$ cat src/rtl/bbc_pkg.sv
// Shared types, constants and helpers for the bracket balance checker.
// Used by every module in rtl/ except bbc_ram; depends on nothing.
package bbc_pkg;

  localparam int STACK_DEPTH = 64;
  localparam int MAX_PAIRS   = 4;
  localparam int DEPTH_W     = $clog2(STACK_DEPTH + 1);
  localparam int ADDR_W      = $clog2(STACK_DEPTH);
  localparam int PADDR_W     = 4;

  localparam logic [7:0]  NEWLINE_BYTE = 8'h0A;
  localparam logic [15:0] POS_MAX      = 16'hFFFF;

  // register indexes on the config port (word address)
  localparam logic [1:0] REG_PAIR_COUNT  = 2'd0;
  localparam logic [1:0] REG_OPEN_BYTES  = 2'd1;
  localparam logic [1:0] REG_CLOSE_BYTES = 2'd2;

  typedef enum logic [2:0] {
    ST_OK         = 3'd0,
    ST_BALANCED   = 3'd1,
    ST_UNEXPECTED = 3'd2,
    ST_UNCLOSED   = 3'd3,
    ST_OVERFLOW   = 3'd4,
    ST_SKIPPED    = 3'd5
  } status_t;

  typedef struct packed {
    logic [2:0]  pair_count;
    logic [31:0] open_bytes;
    logic [31:0] close_bytes;
  } cfg_t;

  typedef struct packed {
    logic       is_open;
    logic       is_close;
    logic [7:0] want;      // opener that the matched closer pairs with
  } match_t;

  typedef struct packed {
    logic [DEPTH_W-1:0] depth;
    logic [7:0]         top;
    logic [7:0]         below;
  } stack_view_t;

  // byte of pair i; pairs beyond the register width read as zero
  function automatic logic [7:0] pair_byte(input logic [31:0] regv, input int i);
    logic [63:0] wide;
    wide = {32'd0, regv} >> (8 * i);
    return wide[7:0];
  endfunction

endpackage

$ cat src/rtl/bbc_ram.sv
// Generic single-port-write, single-port-read RAM with registered read data.
// No dependencies.
module bbc_ram #(
  parameter int WIDTH = 8,
  parameter int DEPTH = 64
) (
  input  logic                     clk,
  input  logic                     we,
  input  logic [$clog2(DEPTH)-1:0] waddr,
  input  logic [WIDTH-1:0]         wdata,
  input  logic [$clog2(DEPTH)-1:0] raddr,
  output logic [WIDTH-1:0]         rdata
);

  logic [WIDTH-1:0] mem [DEPTH];

  always_ff @(posedge clk) begin
    if (we) begin
      mem[waddr] <= wdata;
    end
    rdata <= mem[raddr];
  end

endmodule

$ cat src/rtl/bbc_stack.sv
// Opener stack: top entry in a register, the rest in a RAM whose read port
// always prefetches the entry below the top. Depends on bbc_pkg, bbc_ram.
module bbc_stack (
  input  logic                 clk,
  input  logic                 rst_n,
  input  logic                 push,
  input  logic                 pop,
  input  logic                 clear,
  input  logic [7:0]           push_byte,
  output bbc_pkg::stack_view_t view
);

  localparam int DW = bbc_pkg::DEPTH_W;
  localparam int AW = bbc_pkg::ADDR_W;

  logic [DW-1:0] depth_r, depth_nxt;
  logic [7:0]    top_r, top_nxt;
  logic          fwd_r;
  logic [7:0]    fwd_data_r;
  logic          ram_we;
  logic [DW-1:0] waddr_full;
  logic [DW-1:0] raddr_full;
  logic [7:0]    ram_q;
  logic [7:0]    below;

  // old top goes to RAM on push; nothing to spill from an empty stack
  assign ram_we     = push & (depth_r != '0);
  assign waddr_full = depth_r - DW'(1);
  assign raddr_full = depth_nxt - DW'(2);

  // on push the prefetch address equals the write address: forward the data
  assign below = fwd_r ? fwd_data_r : ram_q;

  always_comb begin
    depth_nxt = depth_r;
    top_nxt   = top_r;
    if (push) begin
      depth_nxt = depth_r + DW'(1);
      top_nxt   = push_byte;
    end else if (pop) begin
      depth_nxt = depth_r - DW'(1);
      top_nxt   = below;
    end
    if (clear) begin
      depth_nxt = '0;
    end
  end

  always_ff @(posedge clk) begin
    if (!rst_n) begin
      depth_r <= '0;
      fwd_r   <= 1'b0;
    end else begin
      depth_r <= depth_nxt;
      if (push || pop || clear) begin
        fwd_r <= push;
      end
    end
    top_r <= top_nxt;
    if (push) begin
      fwd_data_r <= top_r;
    end
  end

  bbc_ram #(
    .WIDTH(8),
    .DEPTH(bbc_pkg::STACK_DEPTH)
  ) u_ram (
    .clk  (clk),
    .we   (ram_we),
    .waddr(waddr_full[AW-1:0]),
    .wdata(top_r),
    .raddr(raddr_full[AW-1:0]),
    .rdata(ram_q)
  );

  assign view.depth = depth_r;
  assign view.top   = top_r;
  assign view.below = below;

endmodule

$ cat config.mk
export PLATFORM = sky130hd
export DESIGN_NAME = bbc_stack
export DESIGN_NICKNAME = d
export VERILOG_FILES = /design/src/rtl/bbc_pkg.sv /design/src/rtl/bbc_ram.sv /design/src/rtl/bbc_stack.sv
export SDC_FILE = /design/constraint.sdc
export NUM_CORES = 1
export LEC_CHECK = 0
export BUFFER_PORTS_ARGS = -buffer_cell sky130_fd_sc_hd__buf_4
export CORE_UTILIZATION = 62
export CTS_BUF_LIST = sky130_fd_sc_hd__clkbuf_4
export DETAILED_ROUTE_END_ITERATION = 10
export HOLD_SLACK_MARGIN = 0.08
export PLACE_DENSITY = 0.79
export SYNTH_ARGS = -nofsm -noshare
export SYNTH_HDL_FRONTEND = slang
export SYNTH_SLANG_ARGS = --single-unit
$ cat constraint.sdc
create_clock -name clk -period 4.8 [get_ports clk]
set_input_delay 0.24 -clock clk [delete_from_list [all_inputs] [get_ports clk]]
set_output_delay 0.24 -clock clk [all_outputs]
set_load 0.005 [all_outputs]
* Word level (Yosys, flattened, before mapping) *
Memories as Yosys holds them, arrays and structs flattened. A register that Yosys moved wholly into a read port is not among the register bits.
Index checks and enable logic that the tools add are counted.

storage, ports and cells
  output and inout bits = 23
  flip-flop bits (word level) = 24
  word-level logic and storage cells = 21
  bits of input ports = 13
  RAM bits = 512
  memories kept = 1

operators by class
  add/sub/neg operators = 3
  bitwise gates (word level) = 1
  multiplexer cells = 8
  reductions and logical operators = 4

memories
  memory     words  bits a word  rd ports  clocked after Yosys merged registers in  write ports  line           RTL
  u_ram.mem  64     8            1         1                                        1            bbc_ram.sv:15  logic [WIDTH-1:0] mem [DEPTH];

operators by type and width
  operator                                          number
  2-to-1 mux 8 bit                                  3
  2-to-1 mux 7 bit                                  3
  adder 7 x 1 -> 7 bit, second input constant       1
  nonzero test 7 bit                                1
  subtractor 7 x 1 -> 7 bit, second input constant  1
  subtractor 6 x 2 -> 6 bit, second input constant  1
  logical OR 1 bit                                  2
  2-to-1 mux 1 bit                                  2
  nonzero test 2 bit                                1
  AND 1 bit                                         1

* Logic depth before layout (Yosys ltp) *
  depth in word-level cells = 5
  gate-level depth with buffers = 17

* Modules after synthesis *
Synthesis repeated with hierarchy kept, for this count alone.

second synthesis, totals
  cell total of the unflattened synthesis = 1048
  area, all modules = 21460.6 um^2

modules (own cells, without submodules)
  module     cells an instance  seq. area each (um^2)  area an instance (um^2)  instances
  bbc_ram    940                15534.9                20166.8                  1
  bbc_stack  108                640.6                  1293.7                   1

* Worst setup path after synthesis *
OpenSTA, ideal clock, no wires.

  path kind = register -> register
  start point = register depth_r[0]
  end point = register u_ram.rdata[3], read port of u_ram.mem
  setup time = 0.072 ns
  required time = 4.728 ns
  period minus slack after synthesis = 3.703 ns
  arrival = 3.631 ns
  slack = 1.097 ns
  path buffers = 5
  cell stages (with the launch flop) = 17
  cells stage by stage = dfxtp_1 -> inv_1 -> ha_1 -> clkbuf_1 -> nand2_1 -> a31o_2 -> inv_2 -> buf_2 -> ha_1 -> clkbuf_1 -> inv_1 -> clkbuf_1 -> clkbuf_1 -> mux4_2 -> mux2i_1 -> mux2i_1 -> mux2i_1

on the way
  cells in the longest elaborated chain, start to end = 5

RTL lines
  element                      line             RTL
  start, declared              bbc_stack.sv:16  logic [DW-1:0] depth_r, depth_nxt;
  start signal, assigned       bbc_stack.sv:54  depth_r <= depth_nxt;
  subtractor 7 x 1 -> 7 bit    bbc_stack.sv:41  depth_nxt = depth_r - DW'(1);
  2-to-1 mux 7 bit             bbc_stack.sv:40  end else if (pop) begin
  2-to-1 mux 7 bit *           bbc_stack.sv:37  if (push) begin
  2-to-1 mux 7 bit *           bbc_stack.sv:44  if (clear) begin
  subtractor 6 x 2 -> 6 bit *  bbc_stack.sv:29  assign raddr_full = depth_nxt - DW'(2);
  end, declared                bbc_ram.sv:12    output logic [WIDTH-1:0] rdata

Every way passes the cells marked *; elsewhere a longest branch is shown, timed or not.
A chain may end at the register's enable or synchronous reset.

* Worst setup path in the final report *
  start point = register depth_r[1]
  end point = register u_ram.rdata[3], read port of u_ram.mem

The elaborated chain is that of the path after synthesis.

==> impl_metrics.csv <==
group,metric,value,unit
placed_design,hpwlAfterDp,31.36,mm
floorplanning,start_util,62.93,%
critical_path,critical_path.endpoint_type,"flip-flop",
detailed_routing,final_routed_drc_violation_total,0,
detailed_routing,ant_nets,0,
yosys,yosys.cell_count.top_type,"edfxtp_1",
critical_path,reg2reg_setup_slack,0.72,ns
placed_design,gpl_congestion,0.8926,
yosys,most_used_standard_cells_in_the_synthesized_netlist,"528 x edfxtp_1, 185 x mux2i_1, 134 x inv_1, 128 x o31ai_1, 82 x nor2_1",
floorplanning,rows,70,
flow_run,max_cap_violations,0,
yosys,synth_fp_nets,1502,
min_path,worst_hold_path.num_cells,4,
power,comb_power_share,13.7,%
timing,maxSlewHeadroom,29.67,%
cts,clkSinkCount,544,
critical_path,critical-path-max-stage-delay,0.71,ns
critical_path,crit_top_cell,"mux2i_1",
timing,final_hold_viol_count,0,
layout,nNetsFinal,1610,
detailed_routing,wirelength,56.20,mm
run_status,run_status,"completed",
layout,final_util,69.97,%
min_path,hold_path_startpoint,"rst_n",
yosys,asyncSetResetFlopFracSynth,0,%
power,vdd_drop_max,0.0003175,V
layout,layout_cells_sized_above_1,20.35,%
floorplanning,die_width,194.8,um
min_path,min_delay_worst_endpoint,"depth_r[3]$_SDFF_PN0_",
cts,cts_setup_buffers,0,
yosys,synthFlopType,"edfxtp_1",
timing,period_minus_slack,4.076,ns
timing,worstMarginPinSlew,1.055,ns
cts,cts.htree.levels,4,
placed_design,io_buffers,35,
timing,setup_tns,0,ns
critical_path,crit_path_cell_trace,"inv_1, ha_1, and3b_1, a31o_2, inv_2, ha_1, inv_2, buf_4, mux4_2, mux2i_1, mux2i_1, mux2i_1",
timing,max_freq,245.4,MHz
critical_path,arrival_time_worst_endpoint,4.84,ns
global_route,grt_max_degree,105,
floorplanning,design.die.area,0.03793,mm^2
floorplanning,boundaryPins,36,
power,pwr_density_cell,430.1,mW/mm^2
critical_path,worst_r2r_startpoint,"depth_r[1]$_SDFF_PN0_",
critical_path,reg2reg_depth,12,
detailed_routing,route.vias.total,14200,
power,p_sw_share,26.66,%
critical_path,worstSetupPathType,"reg -> reg",
power,p_sw,2.937,mW
timing,clock_skew,0.04638,ns
detailed_routing,sum_of_met3_wire_segment_lengths_after_detailed_routing,5.823,mm
layout,stdcell_area,0.02562,mm^2
global_route,grt_first_pass_wirelength,85.08,mm
timing,maxSlewViolCount,0,
yosys,post-synth-top-area-cell,"edfxtp_1",
global_route,antenna_found_initial,2,
yosys,synth_area_leaders,"edfxtp_1 69%, mux2i_1 8.0%, o31ai_1 4.2%",
cts,insertion_delay,0.87,ns
yosys,netlist.area_leader.share,68.82,%
layout,syn2layout_area_growth,11.19,%
cts,cts_tree,"yes",
detailed_routing,average_vias_per_placed_instance,6.616,
detailed_routing,route.detailed.wl_per_inst,26.19,um
floorplanning,area_of_the_placeable_core,0.03661,mm^2
global_route,globalRouteOverflowTotal,0,
yosys,synth-warning-count,0,
cts,root_driver,"clkbuf_4",
timing,finalCritPeriodShare,84.91,%
critical_path,timing.critical_path.required,5.56,ns
cts,cts_made_buffers,137,
detailed_routing,met2_length,26.23,mm
yosys,post_synth_num_cell_types,46,
critical_path,critical_path.startpoint_type,"flip-flop",
power,internal_power,8.079,mW
cts,cts.repair.resized,0,
floorplanning,floorplan.die.height,194.8,um
yosys,synth-edff-count,528,
detailed_routing,iteration_count_of_the_initial_detailed_routing_pass,5,
detailed_routing,drtIter0Drc,1986,
global_route,globalRouteTotalUtil,30.46,%
critical_path,rr_endpoint,"u_ram.rdata[3]$_DFF_P_",
placed_design,detailed_place.area,0.02372,mm^2
cts,clkSlewWorstSetupHoldPaths,0.08,ns
yosys,synth.ff_latch_count,544,
yosys,syn_avg_cell_area,15.50,um^2
cts,cts-root-to-sink-buffers,3,
timing,final-setup-viol-count,0,
layout,fillerInstances,2303,
critical_path,crit_path_top_delay_cell,"buf_4",
yosys,postSynthCellCount,1486,
yosys,synth_area,0.02304,mm^2
timing,rsz0062_at_grt,"false",
min_path,worstHoldPathType,"in -> reg",
power,clock_network_fraction_of_total_power,35.1,%
power,power_frac_seq,51.2,%
yosys,yosysSeqAreaShare,70.21,%
power,static-leakage-power,9.298,nW
detailed_routing,wl_met1,21.96,mm
detailed_routing,topRoutingLayerUsed,"met4",
critical_path,cp_max_fo,64,
global_route,grt_pass1_vias,14040,
## layout make-up
| cell class | instances | area, um^2 | area share [%] |
|---|---|---|---|
| clock inverter | 27 | 239.0 | 0.9329 |
| inverter | 136 | 510.5 | 1.993 |
| tap | 468 | 585.6 | 2.286 |
| sequential | 544 | 16180 | 63.15 |
| clock buffer | 194 | 1456 | 5.686 |
| multi-input combinational | 691 | 5913 | 23.08 |
| timing repair buffer | 84 | 730.7 | 2.853 |
| antenna | 2 | 5.005 | 0.01954 |
## cells in the final DEF (no fill, tap or decap), types with 32 or more instances in the layout
cell type,netlist,layout
nand4_1,34,34
clkbuf_4,0,194
o211ai_1,65,65
buf_4,11,60
o31ai_1,128,128
nor2_1,82,82
mux2i_1,185,185
mux4_2,32,32
inv_1,134,133
edfxtp_1,528,528
o2111ai_1,64,64
## per-stage QoR
step	instances	setup slack, ns	hold WS (ns)	total power, mW
4_1_cts	2144	0.9052	0.2333	11.02
5_1_grt	2146	0.5739	0.3091	11.37
2_1_floorplan	1486	1.097	0.3525	6.559
3_3_place_gp	1903	1.019	0.5452	7.141
3_5_place_dp	1903	0.9400	0.5469	7.171
6_report	2146	0.7242	0.3243	11.02
## power groups by stage
stage          Sequential [mW]  Combinational [mW]  Clock (mW)
2_1_floorplan             5.84               0.723           0
3_3_place_gp              5.74                1.40           0
3_5_place_dp              5.74                1.43           0
4_1_cts                   5.64                1.47        3.91
5_1_grt                   5.65                1.57        4.15
6_report                  5.64                1.51        3.87
## kinds of logic after synthesis
| family | Yosys count | synth area share (%) |
|---|---|---|
| AOI/OAI and AO/OA | 281 | 9.472 |
| xor gates and xnor gates | 9 | 0.4073 |
| adders and majority gates | 3 | 0.1629 |
| buffers and inverters | 251 | 4.437 |
| DFF | 544 | 70.21 |
| muxes | 233 | 11.95 |
| and+or+nand+nor | 165 | 3.362 |
## registers in the layout, indices dropped and copies added, names as in the netlist
signal / flops
depth_r: 7
top_r: 8
fwd_data_r: 8
u_ram.rdata: 8
fwd_r: 1
u_ram.mem: 512
## how the worst max path moves through the flow
stage                               start  cells past startpoint  slack (ns)                endpoint
floorplan           depth_r[0]$_SDFF_PN0_                     16        1.10  u_ram.rdata[3]$_DFF_P_
global placement    depth_r[1]$_SDFF_PN0_                     12        1.02  u_ram.rdata[7]$_DFF_P_
detailed placement  depth_r[1]$_SDFF_PN0_                     12        0.94  u_ram.rdata[6]$_DFF_P_
CTS                 depth_r[1]$_SDFF_PN0_                     12        0.91  u_ram.rdata[6]$_DFF_P_
global route        depth_r[1]$_SDFF_PN0_                     12        0.57  u_ram.rdata[3]$_DFF_P_
finish              depth_r[1]$_SDFF_PN0_                     12        0.72  u_ram.rdata[3]$_DFF_P_
## what timing repair did
action,4_1_cts,5_1_grt
hold endpoints to repair,32,0
endpoints found under the setup margin,0,0
hold buffers,20,0
## worst max-delay path, delay by kind of cell, from the launching register on
family          cells  cell delay (ns)
compound gates      1             0.17
buf+inv             4             0.95
flops               1             0.40
mux                 4             1.23
simple gates        1             0.35
fa+ha+maj           2             0.78
## per-layer routing
layer,vias to the layer above,GRT usage (%)
met4,0,13.85
met1,7005,42.20
met2,910,45.98
li1,6138,-
met3,144,7.756
met5,-,0
Power figures use the tool's default switching activity.
